### src/hdl/orfb_pkg.sv
// orfb_pkg: shared types and constants for the overwriting ring FIFO with burst pull.
// Used by every module of the block; depends on nothing.
package orfb_pkg;

  localparam int RingDepthDef  = 1024;
  localparam int MaxBurstDef   = 64;
  localparam int QueueDepthDef = 2;

  localparam logic OP_WRITE = 1'b0;
  localparam logic OP_PULL  = 1'b1;

  typedef enum logic [1:0] {
    KIND_WRITE = 2'd0,
    KIND_BYTE  = 2'd1,
    KIND_EMPTY = 2'd2
  } kind_e;

  typedef struct packed {
    logic       opcode;
    logic [7:0] data_byte;
    logic [6:0] pull_limit;
  } in_item_t;

  typedef struct packed {
    kind_e       kind;
    logic [7:0]  out_byte;
    logic        last;
    logic [9:0]  queue_count;
    logic [31:0] overflow_count;
  } out_item_t;

  // classified command handed from front to back
  typedef struct packed {
    logic       is_pull;
    logic [7:0] data_byte;
    logic [6:0] limit;
  } cmd_t;

endpackage

### src/hdl/orfb_fifo.sv
// orfb_fifo: small register-based queue with push/full and pop/empty sides.
// Depends on orfb_pkg for the default depth.
module orfb_fifo import orfb_pkg::*; #(
  parameter type T     = cmd_t,
  parameter int  DEPTH = QueueDepthDef
) (
  input  logic clk_i,
  input  logic rst_ni,
  input  logic push_i,
  input  T     data_i,
  output logic full_o,
  input  logic pop_i,
  output T     data_o,
  output logic empty_o
);

  localparam int PW = (DEPTH > 1) ? $clog2(DEPTH) : 1;
  localparam int CW = $clog2(DEPTH + 1);

  T                mem_q [DEPTH];
  logic [PW-1:0]   wr_ptr_q, wr_ptr_d;
  logic [PW-1:0]   rd_ptr_q, rd_ptr_d;
  logic [CW-1:0]   cnt_q, cnt_d;
  logic            do_push, do_pop;

  assign full_o  = (cnt_q == CW'(DEPTH));
  assign empty_o = (cnt_q == '0);
  assign do_push = push_i && !full_o;
  assign do_pop  = pop_i && !empty_o;
  assign data_o  = mem_q[rd_ptr_q];

  always_comb begin
    wr_ptr_d = wr_ptr_q;
    rd_ptr_d = rd_ptr_q;
    cnt_d    = cnt_q;
    if (do_push) begin
      wr_ptr_d = (wr_ptr_q == PW'(DEPTH - 1)) ? '0 : wr_ptr_q + 1'b1;
    end
    if (do_pop) begin
      rd_ptr_d = (rd_ptr_q == PW'(DEPTH - 1)) ? '0 : rd_ptr_q + 1'b1;
    end
    if (do_push && !do_pop) begin
      cnt_d = cnt_q + 1'b1;
    end else if (do_pop && !do_push) begin
      cnt_d = cnt_q - 1'b1;
    end
  end

  always_ff @(posedge clk_i or negedge rst_ni) begin
    if (!rst_ni) begin
      wr_ptr_q <= '0;
      rd_ptr_q <= '0;
      cnt_q    <= '0;
    end else begin
      wr_ptr_q <= wr_ptr_d;
      rd_ptr_q <= rd_ptr_d;
      cnt_q    <= cnt_d;
    end
  end

  always_ff @(posedge clk_i) begin
    if (do_push) begin
      mem_q[wr_ptr_q] <= data_i;
    end
  end

endmodule

### config.mk
export PLATFORM = sky130hd
export DESIGN_NAME = orfb_fifo
export DESIGN_NICKNAME = d
export VERILOG_FILES = /design/src/hdl/orfb_pkg.sv /design/src/hdl/orfb_fifo.sv
export SDC_FILE = /design/constraint.sdc
export NUM_CORES = 1
export LEC_CHECK = 0
export ABC_AREA = 1
export BUFFER_PORTS_ARGS = -buffer_cell sky130_fd_sc_hd__buf_2
export CORE_UTILIZATION = 47
export DETAILED_ROUTE_END_ITERATION = 8
export PLACE_DENSITY = 0.73
export SYNTH_ARGS = -nofsm -noshare
export SYNTH_HDL_FRONTEND = slang
export SYNTH_SLANG_ARGS = --single-unit
export TNS_END_PERCENT = 30
### constraint.sdc
create_clock -name clk_i -period 3 [get_ports clk_i]
set_input_delay 0.6 -clock clk_i [delete_from_list [all_inputs] [get_ports clk_i]]
set_output_delay 0.6 -clock clk_i [all_outputs]
set_load 0.02 [all_outputs]
==> flow_summary.ini <==
[outcome]
status = finished clean

[detailed_routing]
antenna_left = 0
dr.pass1.iters = 4
routed_wl_mm = 2.23
vias = 903
viasPerCell = 4.78
avgRoutedWirePerCell_um = 11.8
drtIter0Drc = 13
drc_errors = 0

[worst_setup_path]
cp_common_cell = nand2_1
crit_path_end_kind = output port
critical-path-slowest-cell = dfrtp_1
cp-start-kind = flip-flop
critical_path_arrival_ns = 1.58
path_class = reg2out
reg2reg_from = cnt_q[0]
critPathMaxFanout = 18
critPathLaunch = rd_ptr_q
crit_path_cell_trace = inv_4 > nand2_1 > nand2_1 > buf_2
slowest_delay_ns = 0.73
critPathRequiredTime_ns = 2.40

[pwr]
pwr_density_cell_nw_per_um2 = 1010
leakagePower_uw = 0.000774
combPwrFrac_pct = 36.3
switchingPower_uw = 650
vdd_drop_max_uv = 779
p_clk_share_pct = 18.5
p_int_uw = 1060
p_seq_share_pct = 45.1
swShare_pct = 38.1

[floorplan]
io_pins = 38
die_w_um = 56.6
start_util_pct = 50.4
die_area_um2 = 3210
row_count = 19
core_area_um2 = 2780
die_y_um = 56.6

[grt]
antenna_found_initial = 0
grt_pass1_wl_mm = 3.57
grt_pass1_vias = 908
overflow = 0
grt_max_degree = 19
grt_use_total_pct = 15.8

[timing]
period_minus_slack_ns = 2.18
max_freq_mhz = 458
finalSetupTns_ns = 0
finalSetupViolCount = 0
worst_pin_slew_ns = 0.626
relSlewSlack_pct = 58.2
slew_violations = 0
finClkSkew_ns = 0.00602
rsz0062_at_grt = false
finalHoldViolCount = 0
fin_crit_sh_pct = 72.8
layout_setup_ws_ns = 0.815

[logic_synthesis]
ys_types = 17
ys_top_cells_by_area = edfxtp_1, nand2_1, dfrtp_1, inv_1, buf_4
netlist_area_um2 = 1400
synth.largest_area_cell = edfxtp_1
postSynthAreaPerCell_um2 = 12.2
synth_seq_cells = 36
ys_warn_count = 0
syn-num-nets = 136
netlist.area_leader.share_pct = 68.5
synth_seq_area_share_pct = 75.6
postSynthCellCount = 115

[clock_network]
cts_tree = yes
post-cts-setup-buffer-count = 0
path_clk_slew_ns = 0.10
holdBufCountCts = 0
htree_levels = 2
cts_resized = 0
cts_made_buffers = 5
clkSinkCount = 36
cts_buffer_depth = 2
clk_latency_ns = 0.33
cts_root_buf = clkbuf_4

[place]
numPortBuffers = 37
dp_hpwl_mm = 1.54
placed_area_um2 = 1610
gp_congestion = 0.815
dp_slack_ns = 1.19

[finish]
drive_above_1_share_pct = 30.4
fin_area_um2 = 1690
nets = 178
antennaDiodeCount = 0
area_growth_pct = 20.4

[worst_hold_path]
min_path_type = in2async

[run]
maxCapViolCount = 0
==> kinds of logic (layout without fill, tap and decap cells) <==
group	after synthesis	in the layout	synth area share [%]
compound gates	2	2	0.714
xor+xnor	1	1	0.625
fa+ha+maj	1	1	0.892
buf+inv	11	54	3.75
flops	36	36	75.6
simple gates	64	64	18.4
==> power groups by stage <==
stage	registers (uW)	logic (uW)	clock network, uW
finish	770	620	316
global route	783	684	346
CTS	771	631	320
detailed placement	783	628	0
global placement	779	614	0
floorplan	738	479	0
==> stage by stage <==
step                std cells  utilization (%)  hold WS (ns)  total power, uW
floorplan                 115                -         0.304             1220
global placement          181             58.0         0.410             1390
detailed placement        181             58.0         0.413             1410
CTS                       189             60.7        0.0498             1720
global route              189             60.7        0.0354             1810
finish                    189             60.7        0.0507             1710
==> placed cells by master (no fill, tap or decap) <==
| master | Yosys | routed |
|---|---|---|
| inv_2 | 1 | 1 |
| clkinv_1 | 0 | 2 |
| dfrtp_1 | 4 | 4 |
| nand2_1 | 57 | 57 |
| xnor2_1 | 1 | 1 |
| buf_2 | 1 | 37 |
| nor2_4 | 1 | 1 |
| clkbuf_4 | 0 | 5 |
| nand3b_1 | 1 | 1 |
| nand4_1 | 1 | 1 |
| edfxtp_1 | 32 | 32 |
| nor2_1 | 2 | 2 |
| bufinv_16 | 0 | 1 |
| o21ai_1 | 2 | 2 |
| nor2_2 | 1 | 1 |
| nand3_1 | 1 | 1 |
| inv_4 | 1 | 1 |
| inv_1 | 6 | 6 |
| ha_1 | 1 | 1 |
| buf_4 | 2 | 1 |
==> state kept, by name, indices dropped and copies added, names as in the netlist <==
name	count
cnt_q	2
mem_q	32
rd_ptr_q	1
wr_ptr_q	1
==> routing by layer <==
metal | up-vias | GRT usage (%) | part of all wire, %
met3 | 9 | 5.07 | 6.2
met5 | - | 0 | 0
met4 | 0 | 11.5 | 3.5
li1 | 466 | - | -
met2 | 29 | 27.6 | 49
met1 | 399 | 15.3 | 41
==> final cells by class <==
cell class                      instances  area [um2]
Inverter                                8        32.5
Clock buffer                            5        37.5
Fill cell                             225        1090
Timing Repair Buffer                   38         193
Tap cell                               31        38.8
Multi-Input combinational cell         68         289
Sequential cell                        36        1060
Clock inverter                          3        37.5
==> synth_stat cells, drive strengths merged <==
| library cell | number |
|---|---|
| nand2 | 57 |
| edfxtp | 32 |
| inv | 8 |
| dfrtp | 4 |
| nor2 | 4 |
| buf | 3 |
| o21ai | 2 |
| ha | 1 |
| nand3 | 1 |
| nand3b | 1 |
| nand4 | 1 |
| xnor2 | 1 |
==> critical path, delay by kind of cell (launching register included) <==
family,cells,cell delay (ns)
buffers and inverters,2,0.35
and+or+nand+nor,2,0.17
DFF,1,0.73
==> path summary, 6_finish.rpt <==
kind | end | slack [ns] | depth (start not counted)
max in group asynchronous | cnt_q[1] | 2.83 | 1
worst max register to register | mem_q[0][8] | 1.42 | 4
worst max-delay path | data_o[4] | 0.82 | 4
worst min register to register | wr_ptr_q | 0.49 | 2
min in group clk_i | mem_q[1][9] | 0.45 | 1
worst min-delay path | cnt_q[0] | 0.05 | 1
Note: power is estimated with default switching activity, not from simulation.
