## src/hdl/orfb_pkg.sv

```systemverilog
// orfb_pkg: shared types and constants for the overwriting ring FIFO with burst pull.
// Used by every module of the block; depends on nothing.
package orfb_pkg;

  localparam int RingDepthDef  = 1024;
  localparam int MaxBurstDef   = 64;
  localparam int QueueDepthDef = 2;

  localparam logic OP_WRITE = 1'b0;
  localparam logic OP_PULL  = 1'b1;

  typedef enum logic [1:0] {
    KIND_WRITE = 2'd0,
    KIND_BYTE  = 2'd1,
    KIND_EMPTY = 2'd2
  } kind_e;

  typedef struct packed {
    logic       opcode;
    logic [7:0] data_byte;
    logic [6:0] pull_limit;
  } in_item_t;

  typedef struct packed {
    kind_e       kind;
    logic [7:0]  out_byte;
    logic        last;
    logic [9:0]  queue_count;
    logic [31:0] overflow_count;
  } out_item_t;

  // classified command handed from front to back
  typedef struct packed {
    logic       is_pull;
    logic [7:0] data_byte;
    logic [6:0] limit;
  } cmd_t;

endpackage

```

## src/hdl/orfb_fifo.sv

```systemverilog
// orfb_fifo: small register-based queue with push/full and pop/empty sides.
// Depends on orfb_pkg for the default depth.
module orfb_fifo import orfb_pkg::*; #(
  parameter type T     = cmd_t,
  parameter int  DEPTH = QueueDepthDef
) (
  input  logic clk_i,
  input  logic rst_ni,
  input  logic push_i,
  input  T     data_i,
  output logic full_o,
  input  logic pop_i,
  output T     data_o,
  output logic empty_o
);

  localparam int PW = (DEPTH > 1) ? $clog2(DEPTH) : 1;
  localparam int CW = $clog2(DEPTH + 1);

  T                mem_q [DEPTH];
  logic [PW-1:0]   wr_ptr_q, wr_ptr_d;
  logic [PW-1:0]   rd_ptr_q, rd_ptr_d;
  logic [CW-1:0]   cnt_q, cnt_d;
  logic            do_push, do_pop;

  assign full_o  = (cnt_q == CW'(DEPTH));
  assign empty_o = (cnt_q == '0);
  assign do_push = push_i && !full_o;
  assign do_pop  = pop_i && !empty_o;
  assign data_o  = mem_q[rd_ptr_q];

  always_comb begin
    wr_ptr_d = wr_ptr_q;
    rd_ptr_d = rd_ptr_q;
    cnt_d    = cnt_q;
    if (do_push) begin
      wr_ptr_d = (wr_ptr_q == PW'(DEPTH - 1)) ? '0 : wr_ptr_q + 1'b1;
    end
    if (do_pop) begin
      rd_ptr_d = (rd_ptr_q == PW'(DEPTH - 1)) ? '0 : rd_ptr_q + 1'b1;
    end
    if (do_push && !do_pop) begin
      cnt_d = cnt_q + 1'b1;
    end else if (do_pop && !do_push) begin
      cnt_d = cnt_q - 1'b1;
    end
  end

  always_ff @(posedge clk_i or negedge rst_ni) begin
    if (!rst_ni) begin
      wr_ptr_q <= '0;
      rd_ptr_q <= '0;
      cnt_q    <= '0;
    end else begin
      wr_ptr_q <= wr_ptr_d;
      rd_ptr_q <= rd_ptr_d;
      cnt_q    <= cnt_d;
    end
  end

  always_ff @(posedge clk_i) begin
    if (do_push) begin
      mem_q[wr_ptr_q] <= data_i;
    end
  end

endmodule

```

## src/hdl/orfb_front.sv

```systemverilog
// orfb_front: accepts input beats, clamps the pull limit and queues commands.
// Depends on orfb_pkg and orfb_fifo.
module orfb_front import orfb_pkg::*; #(
  parameter int MAX_BURST = MaxBurstDef
) (
  input  logic     clk_i,
  input  logic     rst_ni,
  input  logic     push_i,
  input  in_item_t item_i,
  output logic     full_o,
  output logic     cmd_valid_o,
  output cmd_t     cmd_o,
  input  logic     cmd_pop_i
);

  cmd_t cmd_in;
  logic cmd_empty;

  always_comb begin
    cmd_in.is_pull   = (item_i.opcode == OP_PULL);
    cmd_in.data_byte = item_i.data_byte;
    // zero means one byte; anything above the burst cap saturates
    if (item_i.pull_limit == '0) begin
      cmd_in.limit = 7'd1;
    end else if (item_i.pull_limit > 7'(MAX_BURST)) begin
      cmd_in.limit = 7'(MAX_BURST);
    end else begin
      cmd_in.limit = item_i.pull_limit;
    end
  end

  orfb_fifo #(
    .T     (cmd_t),
    .DEPTH (QueueDepthDef)
  ) u_cmd_q (
    .clk_i   (clk_i),
    .rst_ni  (rst_ni),
    .push_i  (push_i),
    .data_i  (cmd_in),
    .full_o  (full_o),
    .pop_i   (cmd_pop_i),
    .data_o  (cmd_o),
    .empty_o (cmd_empty)
  );

  assign cmd_valid_o = !cmd_empty;

endmodule

```

## config.mk

```make
export PLATFORM = sky130hd
export DESIGN_NAME = orfb_front
export DESIGN_NICKNAME = d
export VERILOG_FILES = /design/src/hdl/orfb_pkg.sv /design/src/hdl/orfb_fifo.sv /design/src/hdl/orfb_front.sv
export SDC_FILE = /design/constraint.sdc
export NUM_CORES = 1
export LEC_CHECK = 0
export BUFFER_PORTS_ARGS = -buffer_cell sky130_fd_sc_hd__buf_4
export CAP_MARGIN = 25
export CELL_PAD_IN_SITES_DETAIL_PLACEMENT = 1
export CELL_PAD_IN_SITES_GLOBAL_PLACEMENT = 2
export CORE_ASPECT_RATIO = 0.7
export CORE_UTILIZATION = 39
export CTS_CLUSTER_SIZE = 25
export DETAILED_ROUTE_END_ITERATION = 12
export MAX_ROUTING_LAYER = met4
export PLACE_DENSITY = 0.87
export SYNTH_ARGS = -nofsm -noshare
export SYNTH_HDL_FRONTEND = slang
export SYNTH_SLANG_ARGS = --single-unit
```

## constraint.sdc

```tcl
create_clock -name clk_i -period 4.2 [get_ports clk_i]
set_clock_uncertainty 0.15 [all_clocks]
set_input_delay 1.26 -clock clk_i [delete_from_list [all_inputs] [get_ports clk_i]]
set_output_delay 1.26 -clock clk_i [all_outputs]
set_load 0.02 [all_outputs]
```

==> flow_summary.ini <==
[detailed_routing]
drt_first_iter_violations = 28
wl_per_cell_um = 13.4
vias_per_cell = 4.45
drc_errors = 0
wl_um = 2300
vias = 765
first_pass_iters = 2
final_antenna_net_count = 0

[floorplan]
start_util_pct = 41.0
core-area_um2 = 3560
die_height_um = 53.2
io_pins = 38
die_x_um = 75.1
dieArea_um2 = 3990
std_cell_rows = 18

[sta]
worst_slew_pin_slew_ns = 0.880
fin_crit_ns = 3.18
final-max-slew-violation-count = 0
period_share_pct = 75.7
hold_viol = 0
whs_ns = 0.346
setup_viol = 0
slew_headroom_pct = 41.3
max_freq_mhz = 314
tns_ns = 0
rsz0062_at_grt = no

[pwr]
power.density_nw_per_um2 = 683
total_power_mw = 1.27
p_leak_nw = 0.750
ir_drop_uv = 300

[job]
drv_cap = 0

[grt]
grt_pass1_vias = 732
grt_pass1_wl_um = 3460
grt.overflow.total = 0
antenna_found_initial = 0
grt_use_total_pct = 12.9
grt_max_degree = 18

[layout]
final_nets = 142
final_area_um2 = 1850
syn2layout_area_growth_pct = 27.0
drive_gt1_share_pct = 50.0
final_common_cell = buf_4
register_area_um2 = 1060
antenna_cells = 0
final_util_pct = 52.1
final_cell_mix = 38 x buf_4, 32 x edfxtp_1, 9 x mux2_4
multi_input_area_um2 = 355
fillers = 374

[placed_design]
gp_congestion = 0.665
hpwl_um = 1670
placed_cell_area_um2 = 1770
port_buffers = 37

[logic_synthesis]
ys_types = 20
synth-seq-cells = 36
syn_nets = 100
yosys.area.top_type = edfxtp_1
syn_avg_cell_area_um2 = 18.5
synth_area_um2 = 1460
synth_warnings = 0
yosys-top-cells-area = edfxtp_1 66%, mux2_4 9.3%, dfrtp_1 6.9%, mux2_2 5.4%, nor2b_1 2.1%
synth.top_cell.area_share_pct = 65.9
syn-instance-count = 79
synth_seq_area_share_pct = 72.7

[worst_setup_path]
rr_endpoint = u_cmd_q.mem_q[0][15]$_DFFE_PP_
critPathLaunchType = flip-flop
required_ns = 2.79
path_class = flip-flop to output port
worstSetupEndpointType = output port
crit_path_max_fanout = 17
cp_data_arrival_time_ns = 1.77
reg2reg_depth = 4
timing.reg2reg.setup_slack_ns = 2.34
r2r_start = u_cmd_q.cnt_q[0]$_DFFE_PN0P_

[clock_network]
clk_pin_slew_ns = 0.06
cts-resized-gates = 0
hold_buffers = 0
cts_root_buf = clkbuf_8
htree_levels = 2
cts_tree = done
clock-sinks = 36
clock_latency_ns = 0.27
cts_made_buffers = 5
cts_setup_buffers = 0
cts_buffer_depth = 2

[min_path]
min_from = u_cmd_q.cnt_q[1]$_DFFE_PN0P_
min_path_cells = 1
hp-class = flip-flop to flip-flop
whs_endpoint = u_cmd_q.cnt_q[1]$_DFFE_PN0P_

[status]
outcome = complete, no violations
==> registers in the layout, summed over array words and instances, names as in the netlist <==
| register | cells |
|---|---|
| u_cmd_q.rd_ptr_q | 1 |
| u_cmd_q.mem_q | 32 |
| u_cmd_q.cnt_q | 2 |
| u_cmd_q.wr_ptr_q | 1 |
==> metrics by stage <==
| step | setup WS (ns) | cells |
|---|---|---|
| after floorplan | 1.62 | 79 |
| after global placement | 1.32 | 164 |
| after detailed placement | 1.29 | 164 |
| after CTS | 0.972 | 172 |
| after global routing | 0.934 | 172 |
| final | 1.02 | 172 |
==> kinds of logic after synthesis <==
kind of cell | after synthesis | share of synthesized area (%)
AOI/OAI and AO/OA | 1 | 0.343
adders and majority gates | 1 | 0.857
xor gates and xnor gates | 5 | 3.00
buffers and inverters | 5 | 2.92
muxes | 16 | 14.7
DFF | 36 | 72.7
and+or+nand+nor | 15 | 5.49
==> per-layer routing <==
layer | vias up | global-route usage (%) | part of all wire (%)
met4 | 0 | 3.77 | 0.48
met1 | 365 | 16.2 | 46
li1 | 370 | - | -
met3 | 2 | 5.52 | 8.3
met5 | - | - | 0
met2 | 28 | 19.1 | 45
==> power breakdown <==
part           switching [mW]  internal (mW)  total (mW)  leakage (nW)
sequential             0.0693          0.497       0.566         0.346
clock                   0.106          0.116       0.222        0.0422
combinational           0.229          0.249       0.478         0.361
total                   0.404          0.862        1.27         0.750
==> synth_stat cells <==
library cell  number
buf_6              1
edfxtp_1          32
nor2b_1            5
buf_12             1
a21oi_1            1
inv_1              2
xnor2_1            3
mux2_2             7
xor2_1             2
nand2_2            1
ha_1               1
nand2_1            1
nor3_1             1
and3_1             1
or2_1              1
dfrtp_1            4
nor2_1             4
nand2b_1           1
clkbuf_1           1
mux2_4             9
==> critical path, stage by stage (launching register included) <==
cell and delay [ns]:
dfrtp_1 0.92, mux2_2 0.42, buf_4 0.16
==> how the worst max path moves through the flow <==
stage                                       startpoint                            end
after floorplan                                 push_i  u_cmd_q.mem_q[0][0]$_DFFE_PP_
after global placement    u_cmd_q.rd_ptr_q$_DFFE_PN0P_                      cmd_o[15]
after detailed placement  u_cmd_q.rd_ptr_q$_DFFE_PN0P_                       cmd_o[1]
after CTS                 u_cmd_q.rd_ptr_q$_DFFE_PN0P_                       cmd_o[1]
after global routing      u_cmd_q.rd_ptr_q$_DFFE_PN0P_                       cmd_o[1]
final                     u_cmd_q.rd_ptr_q$_DFFE_PN0P_                       cmd_o[2]
==> layout make-up <==
type / count / share of cell area [%]
Sequential cell: 36 / 57.3
Clock inverter: 1 / 0.270
Tap cell: 50 / 3.38
Inverter: 2 / 0.405
Timing Repair Buffer: 38 / 15.4
Multi-Input combinational cell: 38 / 19.2
Clock buffer: 7 / 4.12
(Power assumes the default switching activity.)
